**config.mk**
```make
export PLATFORM = sky130hd
export DESIGN_NAME = mtlu_sha_core
export DESIGN_NICKNAME = d
export VERILOG_FILES = /design/src/rtl/mtlu_pkg.sv /design/src/rtl/mtlu_sha_core.sv
export SDC_FILE = /design/constraint.sdc
export NUM_CORES = 2
export LEC_CHECK = 0
export BUFFER_PORTS_ARGS = -buffer_cell sky130_fd_sc_hd__buf_2
export CAP_MARGIN = 15
export CORE_AREA = 2 2 404 406
export CTS_BUF_LIST = sky130_fd_sc_hd__clkbuf_4 sky130_fd_sc_hd__clkbuf_8
export CTS_CLUSTER_DIAMETER = 60
export DETAILED_ROUTE_END_ITERATION = 7
export DIE_AREA = 0 0 406 408
export GPL_TIMING_DRIVEN = 0
export SLEW_MARGIN = 20
export SYNTH_ARGS = -nofsm -noshare
export SYNTH_HDL_FRONTEND = slang
export SYNTH_SLANG_ARGS = --single-unit
export TNS_END_PERCENT = 20
```
**constraint.sdc**
```tcl
create_clock -name clk -period 41.5 [get_ports clk]
set_input_delay 6.225 -clock clk [delete_from_list [all_inputs] [get_ports clk]]
set_output_delay 6.225 -clock clk [all_outputs]
set_load 0.02 [all_outputs]
```
**src/rtl/mtlu_pkg.sv**
```systemverilog
// Shared constants, types and SHA-256 helpers for the Merkle leaf update/check block.
// No dependencies.
package mtlu_pkg;

  localparam int LEAF_COUNT_MAX = 256;
  localparam int LOG2_MAX       = $clog2(LEAF_COUNT_MAX);
  localparam int NODE_DEPTH     = 2 * LEAF_COUNT_MAX - 1;
  localparam int NODE_W         = $clog2(NODE_DEPTH);
  localparam int LVL_W          = 4;
  localparam int DIGEST_W       = 256;

  localparam logic [1:0] OP_CHECK  = 2'd0;
  localparam logic [1:0] OP_UPDATE = 2'd1;
  localparam logic [1:0] OP_INIT   = 2'd2;

  localparam logic [1:0] ST_OK       = 2'd0;
  localparam logic [1:0] ST_MISMATCH = 2'd1;
  localparam logic [1:0] ST_RANGE    = 2'd2;

  typedef struct packed {
    logic start;
    logic first;
  } sha_ctl_t;

  localparam logic [31:0] SHA_K [64] = '{
    32'h428a2f98, 32'h71374491, 32'hb5c0fbcf, 32'he9b5dba5, 32'h3956c25b, 32'h59f111f1,
    32'h923f82a4, 32'hab1c5ed5, 32'hd807aa98, 32'h12835b01, 32'h243185be, 32'h550c7dc3,
    32'h72be5d74, 32'h80deb1fe, 32'h9bdc06a7, 32'hc19bf174, 32'he49b69c1, 32'hefbe4786,
    32'h0fc19dc6, 32'h240ca1cc, 32'h2de92c6f, 32'h4a7484aa, 32'h5cb0a9dc, 32'h76f988da,
    32'h983e5152, 32'ha831c66d, 32'hb00327c8, 32'hbf597fc7, 32'hc6e00bf3, 32'hd5a79147,
    32'h06ca6351, 32'h14292967, 32'h27b70a85, 32'h2e1b2138, 32'h4d2c6dfc, 32'h53380d13,
    32'h650a7354, 32'h766a0abb, 32'h81c2c92e, 32'h92722c85, 32'ha2bfe8a1, 32'ha81a664b,
    32'hc24b8b70, 32'hc76c51a3, 32'hd192e819, 32'hd6990624, 32'hf40e3585, 32'h106aa070,
    32'h19a4c116, 32'h1e376c08, 32'h2748774c, 32'h34b0bcb5, 32'h391c0cb3, 32'h4ed8aa4a,
    32'h5b9cca4f, 32'h682e6ff3, 32'h748f82ee, 32'h78a5636f, 32'h84c87814, 32'h8cc70208,
    32'h90befffa, 32'ha4506ceb, 32'hbef9a3f7, 32'hc67178f2
  };

  localparam logic [255:0] SHA_IV = {
    32'h6a09e667, 32'hbb67ae85, 32'h3c6ef372, 32'ha54ff53a,
    32'h510e527f, 32'h9b05688c, 32'h1f83d9ab, 32'h5be0cd19
  };

  // Padding block for a 64-byte message.
  localparam logic [511:0] SHA_PAD64 = {32'h80000000, 416'd0, 32'd0, 32'd512};

  function automatic logic [31:0] rotr32(input logic [31:0] x, input int n);
    rotr32 = (x >> n) | (x << (32 - n));
  endfunction

endpackage

```
**src/rtl/mtlu_sha_core.sv**
```systemverilog
// Iterative SHA-256 compression core, one round per cycle, then a final add step.
// Depends on mtlu_pkg.
module mtlu_sha_core import mtlu_pkg::*; (
  input  logic           clk,
  input  logic           rst_n,
  input  sha_ctl_t       ctl,
  input  logic [511:0]   block,
  output logic           done,
  output logic [255:0]   digest
);

  logic [31:0] hv_r  [8];
  logic [31:0] v_r   [8];
  logic [31:0] v_nxt [8];
  logic [31:0] w_r   [16];
  logic [31:0] w_nxt [16];
  logic [5:0]  cnt_r;
  logic        busy_r;
  logic        add_r;
  logic        done_r;

  logic [31:0] t1, t2, big_s0, big_s1, ch, maj, sm0, sm1;
  logic [255:0] base;

  assign base = ctl.first ? SHA_IV : {hv_r[0], hv_r[1], hv_r[2], hv_r[3],
                                      hv_r[4], hv_r[5], hv_r[6], hv_r[7]};

  always_comb begin
    big_s1 = rotr32(v_r[4], 6) ^ rotr32(v_r[4], 11) ^ rotr32(v_r[4], 25);
    ch     = (v_r[4] & v_r[5]) ^ (~v_r[4] & v_r[6]);
    t1     = v_r[7] + big_s1 + ch + SHA_K[cnt_r] + w_r[0];
    big_s0 = rotr32(v_r[0], 2) ^ rotr32(v_r[0], 13) ^ rotr32(v_r[0], 22);
    maj    = (v_r[0] & v_r[1]) ^ (v_r[0] & v_r[2]) ^ (v_r[1] & v_r[2]);
    t2     = big_s0 + maj;
    v_nxt[0] = t1 + t2;
    v_nxt[1] = v_r[0];
    v_nxt[2] = v_r[1];
    v_nxt[3] = v_r[2];
    v_nxt[4] = v_r[3] + t1;
    v_nxt[5] = v_r[4];
    v_nxt[6] = v_r[5];
    v_nxt[7] = v_r[6];
    sm0 = rotr32(w_r[1], 7) ^ rotr32(w_r[1], 18) ^ (w_r[1] >> 3);
    sm1 = rotr32(w_r[14], 17) ^ rotr32(w_r[14], 19) ^ (w_r[14] >> 10);
    for (int i = 0; i < 15; i++) w_nxt[i] = w_r[i + 1];
    w_nxt[15] = w_r[0] + sm0 + w_r[9] + sm1;
  end

  always_ff @(posedge clk) begin
    if (!rst_n) begin
      busy_r <= 1'b0;
      add_r  <= 1'b0;
      done_r <= 1'b0;
      cnt_r  <= '0;
    end else begin
      done_r <= 1'b0;
      if (ctl.start && !busy_r && !add_r) begin
        busy_r <= 1'b1;
        cnt_r  <= '0;
      end else if (busy_r) begin
        cnt_r <= cnt_r + 6'd1;
        if (cnt_r == 6'd63) begin
          busy_r <= 1'b0;
          add_r  <= 1'b1;
        end
      end else if (add_r) begin
        add_r  <= 1'b0;
        done_r <= 1'b1;
      end
    end
  end

  always_ff @(posedge clk) begin
    if (ctl.start && !busy_r && !add_r) begin
      for (int i = 0; i < 8; i++) begin
        hv_r[i] <= base[255 - 32 * i -: 32];
        v_r[i]  <= base[255 - 32 * i -: 32];
      end
      for (int i = 0; i < 16; i++) w_r[i] <= block[511 - 32 * i -: 32];
    end else if (busy_r) begin
      v_r <= v_nxt;
      w_r <= w_nxt;
    end else if (add_r) begin
      for (int i = 0; i < 8; i++) hv_r[i] <= hv_r[i] + v_r[i];
    end
  end

  assign done   = done_r;
  assign digest = {hv_r[0], hv_r[1], hv_r[2], hv_r[3], hv_r[4], hv_r[5], hv_r[6], hv_r[7]};

endmodule

```
Word-level counts from Yosys, hierarchy flattened --
Memory sizes are Yosys's and may differ from the RTL's. Index checks and enable logic that the tools add are counted.
Storage, ports and cells: flip-flop bits (word level) 777, latch bits 0, RAM bits 256, bits in read-only memories 2048, bits of input ports 516, output and inout bits 257, word-level logic and storage cells 123, memories 2
Cells by class: add/sub/neg operators 19, multiply operators 0, div/mod/pow operators 0, $lt $le $gt $ge 1, equality and inequality tests 2, shift-type cells 0, multiplexer cells 26, bitwise logic cells 38, reduce and logical (&&, ||, !) cells 7
Memory list:
- (no name shown) | depth 64, width 32, rd ports 1, clocked after Yosys merged registers in 0, write ports 0, line mtlu_sha_core.sv:31 | t1 = v_r[7] + big_s1 + ch + SHA_K[cnt_r] + w_r[0];
- hv_r | depth 8, width 32, rd ports 8, clocked after Yosys merged registers in 0, write ports 8, line mtlu_sha_core.sv:12 | logic [31:0] hv_r [8];
Operators by type and width (number):
- 2-to-1 mux 512 bit | 2
- 2-to-1 mux 256 bit | 3
- adder 32 bit | 18
- 2-to-1 mux 32 bit | 10
- bitwise XOR 32 bit | 9
- bitwise AND 32 bit | 5
- NOT 32 bit | 1
- OR 10 x 32 -> 32 bit | 1
- OR 13 x 32 -> 32 bit | 1
- OR 14 x 32 -> 32 bit | 1
- OR 15 x 32 -> 32 bit | 1
- OR 19 x 32 -> 32 bit | 1
- OR 21 x 32 -> 32 bit | 1
- OR 25 x 32 -> 32 bit | 1
- OR 26 x 32 -> 32 bit | 1
- OR 30 x 32 -> 32 bit | 1
- OR 7 x 32 -> 32 bit | 1
- bitwise XOR 32 x 22 -> 32 bit | 1
- bitwise XOR 32 x 29 -> 32 bit | 1
- 2-to-1 mux 1 bit | 11
- OR 1 bit | 8
- greater-or-equal comparator 7 bit, second input constant | 1
- NOT 6 -> 7 bit | 1
- adder 6 x 1 -> 6 bit, second input constant | 1
- other kinds (8) | 11

Depth between registers and ports, before layout --
depth in word-level cells 10, gate-level depth with buffers 36, depth with buffers taken out 34

Worst setup path before layout --
OpenSTA, ideal clock, no wires.
kind input to register, from input port ctl[1] (netlist bit), to register v_r (netlist bit v_nxt[0]), enable pin, setup time 1.279 ns, arrival 24.283 ns, required time 40.221 ns, setup slack 15.938 ns, stages on the path 5, buffers on the path 3, cells stage by stage nand2_1 -> clkbuf_1 -> clkbuf_1 -> clkbuf_1 -> nand2b_1
On the way: cells in the longest elaborated chain, start to end 3
RTL lines:
- start: declaration | line mtlu_sha_core.sv:6 | input sha_ctl_t ctl,
- logical AND 1 bit (2 in series) | line mtlu_sha_core.sv:74 | if (ctl.start && !busy_r && !add_r) begin
- nonzero test 2 bit (no source line)
- end signal: indexed assignment | line mtlu_sha_core.sv:77 | v_r[i] <= base[255 - 32 * i -: 32];
- end signal: assignment | line mtlu_sha_core.sv:81 | v_r <= v_nxt;
- end: declaration | line mtlu_sha_core.sv:13 | logic [31:0] v_r [8];
No other way between the ends. A chain may end at the register's enable or synchronous reset.

Worst setup path after layout --
from register cnt_r[0], to register v_r (netlist bit v_nxt[223]), data pin
On the way: cells in the longest elaborated chain, start to end 9
RTL lines:
- start: declaration | line mtlu_sha_core.sv:17 | logic [5:0] cnt_r;
- start signal: assignment | line mtlu_sha_core.sv:61 | cnt_r <= cnt_r + 6'd1;
- NOT 6 -> 7 bit (not written as such) | line mtlu_sha_core.sv:31
- memory read (64 x 32 bit)
- 2-to-1 mux 32 bit (not written as such) (2 in series) | line mtlu_sha_core.sv:31
- adder 32 bit (2 in series) | line mtlu_sha_core.sv:31
- adder 32 bit | line mtlu_sha_core.sv:35 | v_nxt[0] = t1 + t2;
- 2-to-1 mux 256 bit | line mtlu_sha_core.sv:80 | end else if (busy_r) begin
- 2-to-1 mux 256 bit | line mtlu_sha_core.sv:74
No other way between the ends. The select of a mux whose other input is x is not followed.

==> impl_metrics.ini <==
[status]
status = finished, final reports clean

[timing]
finalSetupViolCount = 0
grt_setup_unrepaired = false
tns_ps = 0
fin_crit_sh = 0.271
fmax_mhz = 89.0
min_period_ps = 11240
tightest_slew_ps = 1360
final_max_slew_viol_count = 0
finClkSkew_ps = 60.4
slew_headroom = 0.0950
hold_viol = 0

[critical_path]
cp-end-kind = flop
slowest_delay_ps = 1080
cp_data_arrival_time_ps = 11960
cp_slowest_cell = a2111oi_0
crit_path_frequent_cell = a21oi_1
critPathMaxFanout = 13
crit_type = reg -> reg
worstSetupStartpointType = flop
cp_top_family = compound AO/OA/AOI/OAI gates
crit_buf_inv = 5
required_ps = 42220

[grt]
grt_overflow = 0
antenna_found_initial = 84
grt_max_degree = 59
grt_usage = 0.420
grt_pass1_wl_mm = 485
first_global_vias = 63100

[synth]
synth.distinct_cells = 92
ys_async_sr_fraction = 0
ys_ff_latch = 1033
muxShareOfSynthArea = 0.00676
synth_edf_count = 1024
synth.top_cells.by_area = edfxtp_1 (43%), nand2_1 (10%), ha_1 (6.8%)
syn_area_um2 = 72200
synth_adder_area_share = 0.124
synth.largest_area_cell = edfxtp_1
synth-simple-area-share = 0.172
synth_xor_area_frac = 0.0661
syn-instance-count = 7903
synth_top_family_by_area = simple AND/OR/NAND/NOR gates
synth_seq_area_share = 0.429
syn_avg_cell_area_um2 = 9.13
yosysWarnings = 0
ys.flop_type = edfxtp_1
synth_nets = 9011
synth_top_area_share = 0.426
synth_compound_area_frac = 0.156

[routing]
drt_iter0_drc = 9729
wl_per_cell_um = 31.6
vias_per_cell = 6.02
wirelength_mm = 356
antenna_left = 0
drcViolationCount = 0
drt_pre_antenna_iters = 7
vias = 67900

[clock_network]
clk_latency_ps = 1040
root_buffer = clkbuf_8
cts_buffer_depth = 3
h-tree-depth = 4
cts_setup_buffers = 0
cts_buffers = 188
cts_resized = 0
cts_tree = done
clkSinkCount = 1033
cts_hold_buf = 0
clkTransAtPathRegs_ps = 60

[die]
coreArea_um2 = 162000
die-width_um = 406
die-height_um = 408
start_util = 0.446
fp-row-count = 148
dieArea_um2 = 166000
io_pins = 773

[final_layout]
nets = 10000
fillers = 15400
finalInstanceArea_um2 = 83800
layout_common_cells = nand2_1 (1,933), edfxtp_1 (1,024), buf_2 (774)
drive_gt1_frac = 0.135
syn_to_final_growth_pct = 16.1
layout_commonest_cell = nand2_1

[run]
max_cap_viol_count = 0

[place]
dp_hpwl_mm = 286
gp_congestion = 1.07
placed_area_um2 = 79900
portBuffers = 771

[worst_hold_path]
hold_class = reg -> reg
path summary, 6_finish.rpt:
path | start | to | slack [ps] | depth (start not counted)
worst max-delay path | cnt_r[0] | v_nxt[223] | 30260 | 32
worst min-delay path | w_nxt[203] | w_nxt[235] | 480 | 2
worst max register to register | cnt_r[0] | v_nxt[223] | 30260 | 32
worst min register to register | w_nxt[203] | w_nxt[235] | 480 | 2
through the flow:
stage	setup WS, ps	std cells	hold WS (ps)	utilization
floorplan	15940	7903	491	-
global placement	2330	10800	495	0.487
detailed placement	30690	10900	497	0.494
CTS	30780	11200	476	0.518
global route	30210	11300	523	0.518
finish	30260	11300	476	0.518
flip-flops by register name, summed over array words and instances, names as in the netlist:
name / flops
add_r: 1
busy_r: 1
cnt_r: 6
done: 1
hv_r: 256
v_nxt: 192
v_r: 64
w_nxt: 480
w_r: 32
tightest hold or removal path, cell delays in order (launching register included):
cell and delay, ps:
edfxtp_1 320, nand2_1 40, nand2_1 50
cell type report:
type	instances	area (µm²)	share of cell area
Antenna cell	32	80.1	0.000956
Buffer	389	1520	0.0182
Clock buffer	248	3050	0.0364
Clock inverter	97	764	0.00913
Inverter	520	1950	0.0233
Multi-Input combinational cell	5961	37800	0.452
Sequential cell	1033	30900	0.369
Tap cell	2175	2720	0.0325
Timing Repair Buffer	814	4910	0.0586
synthesized netlist by cell type (10+ instances only):
library cell	n
nor2_1	386
xnor2_1	312
inv_1	517
nor3_1	132
o21a_1	50
xor2_1	230
o21ai_0	639
a311oi_1	12
a211o_1	14
nand3_1	96
and2_1	19
mux2i_1	24
fa_1	197
buf_1	35
a21oi_1	466
and3_1	38
or3_1	35
a221o_1	11
or2_2	20
o31ai_1	47
edfxtp_1	1024
nand4_1	16
a22oi_1	10
o311ai_0	11
o22ai_1	20
a211oi_1	70
a221oi_1	11
mux2_2	16
o21ai_1	36
a2111oi_0	16
nor4_1	16
o211ai_1	37
a21o_1	175
o221ai_1	14
o21bai_1	37
nand3b_1	32
a31oi_1	45
nand2_1	1933
clkbuf_1	353
nor2b_1	54
nand2b_1	141
ha_1	395
logic make-up (layout without fill, tap and decap cells):
family / Yosys count / count (layout)
compound gates: 1839 / 1839
flops: 1033 / 1033
simple gates: 2941 / 2941
fa+ha+maj: 595 / 595
mux: 43 / 43
xor+xnor: 543 / 543
buf+inv: 909 / 2068
other cells: 0 / 32
routing by layer:
metal / up-vias / part of all wire / track usage
met1: 33000 / 0.40 / 0.574
met4: 24 / 0.058 / 0.205
met3: 854 / 0.13 / 0.133
met5: - / 0.00052 / 0
li1: 29500 / - / -
met2: 4433 / 0.41 / 0.599
Power is not shown: default switching activity piles up to over one toggle a cycle in this logic, so the estimate is an artifact.
